==> src/rtl/out_of_order_segment_reassembly_assert.svh <==
// Assertion macros for the segment reassembly block.
// Used by out_of_order_segment_reassembly.sv; needs a clock and an active-low reset.
`ifndef OUT_OF_ORDER_SEGMENT_REASSEMBLY_ASSERT_SVH
`define OUT_OF_ORDER_SEGMENT_REASSEMBLY_ASSERT_SVH

// Check a condition in the same cycle as its trigger.
`define OOSR_ASSERT_SAME(label, clk, rst_n, ante, cons) \
    label: assert property (@(posedge clk) disable iff (!(rst_n)) (ante) |-> (cons)) \
        else $error("oosr: same-cycle check failed");

// Check a condition in the cycle after its trigger.
`define OOSR_ASSERT_NEXT(label, clk, rst_n, ante, cons) \
    label: assert property (@(posedge clk) disable iff (!(rst_n)) (ante) |=> (cons)) \
        else $error("oosr: next-cycle check failed");

`endif

==> src/rtl/oosr_pkg.sv <==
// Shared types, codes and helpers for the segment reassembly block.
// No dependencies.
`default_nettype none

package oosr_pkg;

    localparam int unsigned SEQ_BITS    = 32;
    localparam int unsigned LEN_BITS    = 16;
    localparam int unsigned ROOM_BITS   = 16;
    localparam int unsigned STATUS_BITS = 3;

    typedef enum logic [STATUS_BITS-1:0] {
        ST_EMPTY     = 3'd0,
        ST_GAP       = 3'd1,
        ST_BUF_FULL  = 3'd2,
        ST_STALE     = 3'd3,
        ST_DROPPED   = 3'd4
    } t_status;

    typedef enum logic {
        KIND_RELEASE = 1'b0,
        KIND_STATUS  = 1'b1
    } t_kind;

    typedef enum logic {
        S_IDLE  = 1'b0,
        S_DRAIN = 1'b1
    } t_state;

    typedef struct packed {
        logic ins;
        logic pop;
    } t_cell_ctrl;

    // Wrap-around order: a precedes b when a - b has bit 31 set.
    function automatic logic seq_before(input logic [SEQ_BITS-1:0] a,
                                        input logic [SEQ_BITS-1:0] b);
        logic [SEQ_BITS-1:0] d;
        d = a - b;
        return d[SEQ_BITS-1];
    endfunction

endpackage

`default_nettype wire

==> src/rtl/oosr_cell.sv <==
// One slot of the sorted segment chain: holds one entry and shifts with its neighbors.
// Depends on oosr_pkg.
`default_nettype none

module oosr_cell #(
    parameter int unsigned TAG_BITS = 8
) (
    input  wire                              i_clk,
    input  wire                              i_rst_n,
    input  wire  oosr_pkg::t_cell_ctrl       i_ctrl,
    input  wire  [oosr_pkg::SEQ_BITS-1:0]    i_new_seq,
    input  wire  [oosr_pkg::LEN_BITS-1:0]    i_new_len,
    input  wire  [TAG_BITS-1:0]              i_new_tag,
    input  wire                              i_left_valid,
    input  wire                              i_left_prefix,
    input  wire  [oosr_pkg::SEQ_BITS-1:0]    i_left_seq,
    input  wire  [oosr_pkg::LEN_BITS-1:0]    i_left_len,
    input  wire  [TAG_BITS-1:0]              i_left_tag,
    input  wire                              i_right_valid,
    input  wire  [oosr_pkg::SEQ_BITS-1:0]    i_right_seq,
    input  wire  [oosr_pkg::LEN_BITS-1:0]    i_right_len,
    input  wire  [TAG_BITS-1:0]              i_right_tag,
    output logic                             o_valid,
    output logic                             o_prefix,
    output logic [oosr_pkg::SEQ_BITS-1:0]    o_seq,
    output logic [oosr_pkg::LEN_BITS-1:0]    o_len,
    output logic [TAG_BITS-1:0]              o_tag
);

    logic                          r_valid;
    logic [oosr_pkg::SEQ_BITS-1:0] r_seq;
    logic [oosr_pkg::LEN_BITS-1:0] r_len;
    logic [TAG_BITS-1:0]           r_tag;

    logic w_hit;
    logic w_slot_free;

    assign w_hit       = r_valid && oosr_pkg::seq_before(i_new_seq, r_seq);
    assign w_slot_free = !r_valid && i_left_valid;
    assign o_prefix    = i_left_prefix || w_hit;

    always_ff @(posedge i_clk) begin
        if (!i_rst_n) begin
            r_valid <= 1'b0;
        end else if (i_ctrl.pop) begin
            r_valid <= i_right_valid;
        end else if (i_ctrl.ins) begin
            if (i_left_prefix) begin
                r_valid <= i_left_valid;
            end else if (w_hit || w_slot_free) begin
                r_valid <= 1'b1;
            end
        end
    end

    always_ff @(posedge i_clk) begin
        if (i_ctrl.pop) begin
            r_seq <= i_right_seq;
            r_len <= i_right_len;
            r_tag <= i_right_tag;
        end else if (i_ctrl.ins) begin
            if (i_left_prefix) begin
                r_seq <= i_left_seq;
                r_len <= i_left_len;
                r_tag <= i_left_tag;
            end else if (w_hit || w_slot_free) begin
                r_seq <= i_new_seq;
                r_len <= i_new_len;
                r_tag <= i_new_tag;
            end
        end
    end

    assign o_valid = r_valid;
    assign o_seq   = r_seq;
    assign o_len   = r_len;
    assign o_tag   = r_tag;

endmodule

`default_nettype wire

==> src/rtl/out_of_order_segment_reassembly.sv <==
// Top level: sorted chain of oosr_cell slots, drain sequencer and output register.
// Depends on oosr_pkg, oosr_cell and out_of_order_segment_reassembly_assert.svh.
//
// Channel  | Dir | Handshake            | Payload
// s        | in  | i_s_tvalid/o_s_tready | seq, length, tag, free bytes
// m        | out | o_m_tvalid/i_m_tready | kind (tuser), segment/status (tdata), tlast
// cfg      | in  | i_cfg_we             | initial expected sequence
//
// A segment is inserted into the chain in its accept cycle unless the chain
// is full; the drain then releases matching entries one at a time through the
// single head-release port of the chain and ends with one status beat. The
// output register stalls the drain while a beat is not taken. Reset is
// synchronous and clears the chain.
`default_nettype none
`include "out_of_order_segment_reassembly_assert.svh"

module out_of_order_segment_reassembly #(
    parameter int unsigned TABLE_DEPTH = 16,
    parameter int unsigned TAG_BITS    = 8
) (
    input  wire          i_clk,
    input  wire          i_rst_n,
    input  wire          i_cfg_we,
    input  wire  [31:0]  i_cfg_wdata,
    input  wire          i_s_tvalid,
    output logic         o_s_tready,
    // seg_seq[31:0], seg_length, payload_tag, ring_free_bytes, zero fill
    input  wire  [((64+TAG_BITS+7)/8)*8-1:0] i_s_tdata,
    output logic         o_m_tvalid,
    input  wire          i_m_tready,
    // out_seq[31:0], out_length, out_tag, drain_status, next_expected, zero fill
    output logic [((83+TAG_BITS+7)/8)*8-1:0] o_m_tdata,
    // item_kind
    output logic [0:0]   o_m_tuser,
    output logic         o_m_tlast
);

    localparam int unsigned SB = oosr_pkg::SEQ_BITS;
    localparam int unsigned LB = oosr_pkg::LEN_BITS;
    localparam int unsigned RB = oosr_pkg::ROOM_BITS;
    localparam int unsigned OUT_W = ((83 + TAG_BITS + 7) / 8) * 8;

    logic [SB-1:0]       w_in_seq;
    logic [LB-1:0]       w_in_len;
    logic [TAG_BITS-1:0] w_in_tag;
    logic [RB-1:0]       w_in_room;

    assign w_in_seq  = i_s_tdata[SB-1:0];
    assign w_in_len  = i_s_tdata[SB+LB-1:SB];
    assign w_in_tag  = i_s_tdata[SB+LB+TAG_BITS-1:SB+LB];
    assign w_in_room = i_s_tdata[SB+LB+TAG_BITS+RB-1:SB+LB+TAG_BITS];

    oosr_pkg::t_state     r_state, n_state;
    logic [SB-1:0]        r_exp;
    logic [RB-1:0]        r_room;
    logic                 r_drop;

    logic                 r_m_valid;
    oosr_pkg::t_kind      r_m_kind;
    logic [SB-1:0]        r_m_seq;
    logic [LB-1:0]        r_m_len;
    logic [TAG_BITS-1:0]  r_m_tag;
    oosr_pkg::t_status    r_m_status;
    logic [SB-1:0]        r_m_next;
    logic                 r_m_last;

    logic [TABLE_DEPTH-1:0] w_valid;
    logic [TABLE_DEPTH-1:0] w_prefix;
    logic [SB-1:0]          w_seq [TABLE_DEPTH];
    logic [LB-1:0]          w_len [TABLE_DEPTH];
    logic [TAG_BITS-1:0]    w_tag [TABLE_DEPTH];

    logic                 w_accept;
    logic                 w_full;
    logic                 w_out_free;
    logic                 w_release;
    logic                 w_finish;
    logic                 w_match;
    oosr_pkg::t_status    w_status;
    oosr_pkg::t_cell_ctrl w_ctrl;
    logic [SB-1:0]        w_exp_after;

    assign w_full     = w_valid[TABLE_DEPTH-1];
    assign w_accept   = i_s_tvalid && o_s_tready;
    assign w_out_free = !r_m_valid || i_m_tready;
    assign w_match    = w_valid[0] && (w_seq[0] == r_exp);
    assign w_exp_after = r_exp + SB'(w_len[0]);

    genvar g;
    generate
        for (g = 0; g < TABLE_DEPTH; g++) begin : g_cell
            logic                l_valid;
            logic                l_prefix;
            logic [SB-1:0]       l_seq;
            logic [LB-1:0]       l_len;
            logic [TAG_BITS-1:0] l_tag;
            logic                r_valid_in;
            logic [SB-1:0]       r_seq_in;
            logic [LB-1:0]       r_len_in;
            logic [TAG_BITS-1:0] r_tag_in;

            if (g == 0) begin : g_first
                assign l_valid  = 1'b1;
                assign l_prefix = 1'b0;
                assign l_seq    = w_in_seq;
                assign l_len    = w_in_len;
                assign l_tag    = w_in_tag;
            end else begin : g_mid
                assign l_valid  = w_valid[g-1];
                assign l_prefix = w_prefix[g-1];
                assign l_seq    = w_seq[g-1];
                assign l_len    = w_len[g-1];
                assign l_tag    = w_tag[g-1];
            end

            if (g == TABLE_DEPTH - 1) begin : g_last
                assign r_valid_in = 1'b0;
                assign r_seq_in   = '0;
                assign r_len_in   = '0;
                assign r_tag_in   = '0;
            end else begin : g_inner
                assign r_valid_in = w_valid[g+1];
                assign r_seq_in   = w_seq[g+1];
                assign r_len_in   = w_len[g+1];
                assign r_tag_in   = w_tag[g+1];
            end

            oosr_cell #(
                .TAG_BITS (TAG_BITS)
            ) u_cell (
                .i_clk         (i_clk),
                .i_rst_n       (i_rst_n),
                .i_ctrl        (w_ctrl),
                .i_new_seq     (w_in_seq),
                .i_new_len     (w_in_len),
                .i_new_tag     (w_in_tag),
                .i_left_valid  (l_valid),
                .i_left_prefix (l_prefix),
                .i_left_seq    (l_seq),
                .i_left_len    (l_len),
                .i_left_tag    (l_tag),
                .i_right_valid (r_valid_in),
                .i_right_seq   (r_seq_in),
                .i_right_len   (r_len_in),
                .i_right_tag   (r_tag_in),
                .o_valid       (w_valid[g]),
                .o_prefix      (w_prefix[g]),
                .o_seq         (w_seq[g]),
                .o_len         (w_len[g]),
                .o_tag         (w_tag[g])
            );
        end
    endgenerate

    always_comb begin
        n_state = r_state;
        unique case (r_state)
            oosr_pkg::S_IDLE: begin
                if (i_s_tvalid) begin
                    n_state = oosr_pkg::S_DRAIN;
                end
            end
            oosr_pkg::S_DRAIN: begin
                if (w_finish) begin
                    n_state = oosr_pkg::S_IDLE;
                end
            end
            default: n_state = oosr_pkg::S_IDLE;
        endcase
    end

    always_comb begin
        o_s_tready = 1'b0;
        w_release  = 1'b0;
        w_finish   = 1'b0;
        unique case (r_state)
            oosr_pkg::S_IDLE: begin
                o_s_tready = 1'b1;
            end
            oosr_pkg::S_DRAIN: begin
                w_release = w_out_free && w_match && (w_len[0] <= r_room);
                w_finish  = w_out_free && !w_release;
            end
            default: ;
        endcase
        w_ctrl.ins = w_accept && !w_full;
        w_ctrl.pop = w_release;
    end

    always_comb begin
        priority if (r_drop) begin
            w_status = oosr_pkg::ST_DROPPED;
        end else if (!w_valid[0]) begin
            w_status = oosr_pkg::ST_EMPTY;
        end else if (w_match) begin
            w_status = oosr_pkg::ST_BUF_FULL;
        end else if (oosr_pkg::seq_before(r_exp, w_seq[0])) begin
            w_status = oosr_pkg::ST_GAP;
        end else begin
            w_status = oosr_pkg::ST_STALE;
        end
    end

    always_ff @(posedge i_clk) begin
        if (!i_rst_n) begin
            r_state   <= oosr_pkg::S_IDLE;
            r_exp     <= '0;
            r_m_valid <= 1'b0;
        end else begin
            r_state <= n_state;
            if (i_cfg_we) begin
                r_exp <= i_cfg_wdata;
            end else if (w_release) begin
                r_exp <= w_exp_after;
            end
            if (w_release || w_finish) begin
                r_m_valid <= 1'b1;
            end else if (i_m_tready) begin
                r_m_valid <= 1'b0;
            end
        end
    end

    always_ff @(posedge i_clk) begin
        if (w_accept) begin
            r_room <= w_in_room;
            r_drop <= w_full;
        end else if (w_release) begin
            r_room <= r_room - w_len[0];
        end
        if (w_release) begin
            r_m_kind   <= oosr_pkg::KIND_RELEASE;
            r_m_seq    <= w_seq[0];
            r_m_len    <= w_len[0];
            r_m_tag    <= w_tag[0];
            r_m_status <= oosr_pkg::ST_EMPTY;
            r_m_next   <= w_exp_after;
            r_m_last   <= 1'b0;
        end else if (w_finish) begin
            r_m_kind   <= oosr_pkg::KIND_STATUS;
            r_m_seq    <= '0;
            r_m_len    <= '0;
            r_m_tag    <= '0;
            r_m_status <= w_status;
            r_m_next   <= r_exp;
            r_m_last   <= 1'b1;
        end
    end

    assign o_m_tvalid   = r_m_valid;
    assign o_m_tuser[0] = r_m_kind;
    assign o_m_tlast    = r_m_last;
    assign o_m_tdata    = OUT_W'({r_m_next, r_m_status, r_m_tag, r_m_len, r_m_seq});

    logic [TABLE_DEPTH-1:0] w_valid_inc;
    logic [TABLE_DEPTH-1:0] w_valid_grow;
    assign w_valid_inc  = w_valid + TABLE_DEPTH'(1);
    assign w_valid_grow = {w_valid[TABLE_DEPTH-2:0], 1'b1};

    `OOSR_ASSERT_SAME(a_chain_packed, i_clk, i_rst_n, 1'b1, (w_valid & w_valid_inc) == '0)
    `OOSR_ASSERT_NEXT(a_full_drop, i_clk, i_rst_n, w_accept && w_full, $stable(w_valid))
    `OOSR_ASSERT_NEXT(a_insert_grows, i_clk, i_rst_n, w_ctrl.ins, w_valid == $past(w_valid_grow))
    `OOSR_ASSERT_NEXT(a_release_beat, i_clk, i_rst_n, w_release, o_m_tvalid && !o_m_tlast)

endmodule

`default_nettype wire

==> config.mk <==
export PLATFORM = sky130hd
export DESIGN_NAME = out_of_order_segment_reassembly
export DESIGN_NICKNAME = d
export VERILOG_FILES = /design/src/rtl/oosr_pkg.sv /design/src/rtl/oosr_cell.sv /design/src/rtl/out_of_order_segment_reassembly.sv
export VERILOG_INCLUDE_DIRS = /design/src /design/src/rtl
export SDC_FILE = /design/constraint.sdc
export NUM_CORES = 2
export LEC_CHECK = 0
export ABC_CLOCK_PERIOD_IN_PS = 17670
export BUFFER_PORTS_ARGS = -buffer_cell sky130_fd_sc_hd__buf_2
export CORE_UTILIZATION = 40
export DETAILED_ROUTE_END_ITERATION = 8
export GPL_TIMING_DRIVEN = 0
export SYNTH_ARGS = -nofsm -noshare
export SYNTH_HDL_FRONTEND = slang
export SYNTH_SLANG_ARGS = --single-unit
==> constraint.sdc <==
create_clock -name i_clk -period 17.67 [get_ports i_clk]
set_clock_uncertainty 0.1 [all_clocks]
set_input_delay 1.767 -clock i_clk [delete_from_list [all_inputs] [get_ports i_clk]]
set_output_delay 1.767 -clock i_clk [all_outputs]
set_load 0.01 [all_outputs]
==> impl_metrics.toml <==
[status]
status = "complete, no violations"

[critical_path]
startpoint = "i_s_tdata[16]"
r2r_slack_ns = 10.86
crit_type = "in -> reg"
endpoint = "g_cell[12].u_cell.o_seq[27]"
rr_startpoint = "g_cell[0].u_cell.o_len[0]"
arrival_ns = 7.50
crit_required_ns = 18.03
rr_worst_depth = 17
critPathLaunchType = "input pin"
crit_path_end_kind = "flop"
r2r_end = "g_cell[13].u_cell.o_len[4]"
critPathMaxFanout = 23

[place]
place.gp.congestion = 0.909
post-dp-hpwl_um = 171000
dp_cells = 8930
port-buffer-count = 201

[floorplan]
fp.dieH_um = 405
rows = 147
die_w_um = 405
boundaryPins = 209
initial_core_util_pct = 40.4
coreArea_sq_um = 161000
dieArea_sq_um = 164000

[global_route]
grt.overflow.total = 0
grtUsageTotal_pct = 25.7
grt_pass1_vias = 52400
grt_max_degree = 58
grt_pass1_wl_um = 322000
antenna_found_initial = 15

[detailed_routing]
via_per_inst = 5.68
vias = 52000
drt_first_pass_iters = 6
ant_nets = 0
wl_per_cell_um = 23.5
drc = 0
routed_wl_um = 216000
drtIter0Drc = 4265

[clock_network]
cts.sinks = 1055
cts_tree = "done"
cts-resized-gates = 0
post-cts-setup-buffer-count = 0
insertion_delay_ns = 0.77
cts_made_buffers = 119
root_buffer = "clkbuf_16"
cts.clk_slew.worst_paths_ns = 0.06
h-tree-depth = 3
clockBufferDepth = 3
cts_hold_buf = 0

[sta]
rsz0062_at_grt = "no"
maxSlewHeadroom_pct = 12.6
max_freq_mhz = 140
report.final.setup_viol = 0
hold_violations = 0
tns_ns = 0
period_share_pct = 40.4
drv_slew = 0
worstMarginPinSlew_ns = 1.31
min_period_ns = 7.14

[pwr]
peakVddDrop_mv = 0.145
fin_total_pwr_mw = 12.1
power.leakage_nw = 29.6
power_density_nw_per_um2 = 164

[final_layout]
final_core_util_pct = 45.7
stdcell_count = 9160
fin_nets = 7516
area_delta_synth_final_pct = 13.1
nFillCells = 15600
layout-drive-gt1-share_pct = 8.28

[logic_synthesis]
syn-cell-area_sq_um = 65100
synth_seq_cells = 1055
synth_ff_type = "edfxtp_1"
synth_edf_count = 945
ys_types = 81
postSynthCellCount = 6541
synth_seq_area_share_pct = 47.0
syn_avg_cell_area_sq_um = 9.96
synthArstFlopShare_pct = 0
synth_warnings = 0

[flow_run]
cap_violations = 0

[worst_hold_path]
hold_class = "reg -> reg"
min_from = "r_m_status[2]"
sequential cells by signal, indices dropped and copies added, names as in the netlist:
signal,count
g_cell.u_cell.o_len,256
g_cell.u_cell.o_seq,512
g_cell.u_cell.o_tag,128
g_cell.u_cell.o_valid,16
o_m_tlast,1
o_m_tvalid,1
r_drop,1
r_exp,32
r_m_len,16
r_m_next,32
r_m_seq,32
r_m_status,3
r_m_tag,8
r_room,16
r_state,1
worst max-delay path, cell delays in order:
cell and delay (ns):
buf_2 0.50, ha_1 0.36, a21oi_1 0.14, o21ai_0 0.14, a221oi_1 0.53, o21ai_0 0.23, a211oi_1 0.53, mux2i_1 0.34
nor4_2 0.08, and3_1 0.21, buf_2 0.24, nand2_1 0.54, buf_2 0.50, a21oi_1 0.13, o21ai_4 0.72, buf_16 0.25
buf_16 0.20
cell usage after synthesis, types with 54 or more instances:
library cell / number / area, sq um
o21ai_1: 195 / 976
clkbuf_1: 275 / 1030
mux2i_1: 768 / 7690
inv_1: 534 / 2000
buf_2: 54 / 270
ha_1: 513 / 6420
o21ai_0: 749 / 3750
dfxtp_1: 110 / 2200
a21oi_1: 243 / 1220
nand4_1: 56 / 350
nor2_1: 219 / 822
edfxtp_1: 945 / 28400
nand3_1: 59 / 295
nand2b_1: 55 / 344
o2111a_1: 58 / 653
a21o_1: 79 / 593
nand2_1: 1082 / 4060
layout by cell type (no fill, tap or decap), types with 13 or more instances in the layout:
master / count
a211oi_1: 31
inv_1: 532
and3_1: 14
nor2b_1: 14
a21oi_1: 243
nor3_1: 32
o21a_1: 21
nor4_1: 13
o211ai_1: 17
clkbuf_8: 15
nand3_1: 59
nand4_1: 56
buf_4: 30
xor2_1: 26
ha_1: 513
o21ai_0: 742
a21o_1: 79
edfxtp_1: 945
buf_1: 36
clkbuf_16: 128
or2_1: 20
buf_2: 256
clkinv_2: 15
nand2b_1: 55
nor2_1: 219
mux2i_1: 768
o2111a_1: 58
or2_2: 32
o21ai_1: 193
or2_0: 21
xnor2_1: 35
dfxtp_1: 110
nand2_1: 1081
clkbuf_1: 306
and2_1: 16
stage by stage:
stage                     worst slack [ns]  area (sq um)  hold WS [ns]
after CTS                            10.67         73600         0.346
after detailed placement              9.92         69500         0.337
final                                10.53         73600         0.345
after floorplan                       8.77         65100         0.361
after global placement                4.06         68800         0.342
after global routing                 10.37         73600         0.359
cells by family (layout without fill, tap and decap cells):
family                   Yosys count  after routing  share of synthesized area (%)
AND/OR/NAND/NOR                 1667           1667                           11.0
AO/OA/AOI/OAI                   1533           1533                           13.7
flip-flops                      1055           1055                           47.0
buffers and inverters            938           1388                           5.76
multiplexers                     771            771                           11.9
adder cells (fa/ha/maj)          515            515                           9.92
XOR/XNOR                          61             61                          0.820
other                              1             10                        0.00576
routing by layer:
metal	track usage, %	up-vias	wire, um	share of wire (%)
li1	-	24100	-	-
met2	42.3	1603	101000	47
met4	8.16	18	7050	3.3
met5	0	-	114	0.053
met3	3.53	366	12100	5.6
met1	35.0	25900	95500	44
cell type report:
class                           instances  area, sq um  area share [%]
Multi-Input combinational cell       4552        30900            42.0
Sequential cell                      1055        30600            41.5
Clock buffer                          176         3530            4.80
Tap cell                             2160         2700            3.67
Inverter                              536         2010            2.74
Buffer                                402         1740            2.37
Timing Repair Buffer                  226         1530            2.08
Clock inverter                         48          573           0.778
Antenna cell                            5         12.5          0.0170
worst min path at each step:
stage / endpoint / slack (ns) / cells after the start
2_1_floorplan: g_cell[4].u_cell.o_valid / 0.36 / 2
3_3_place_gp: r_m_status[2] / 0.34 / 2
3_5_place_dp: r_m_status[2] / 0.34 / 2
4_1_cts: r_m_status[2] / 0.35 / 2
5_1_grt: r_m_status[2] / 0.36 / 2
6_report: r_m_status[2] / 0.34 / 2
where the power goes:
group          internal, mW  total, mW  switching [mW]
clock network          1.53       2.65            1.11
registers              3.96       4.52           0.556
logic                  2.05       4.93            2.88
total                  7.54       12.1            4.55
Note: power is estimated with default switching activity, not from simulation.
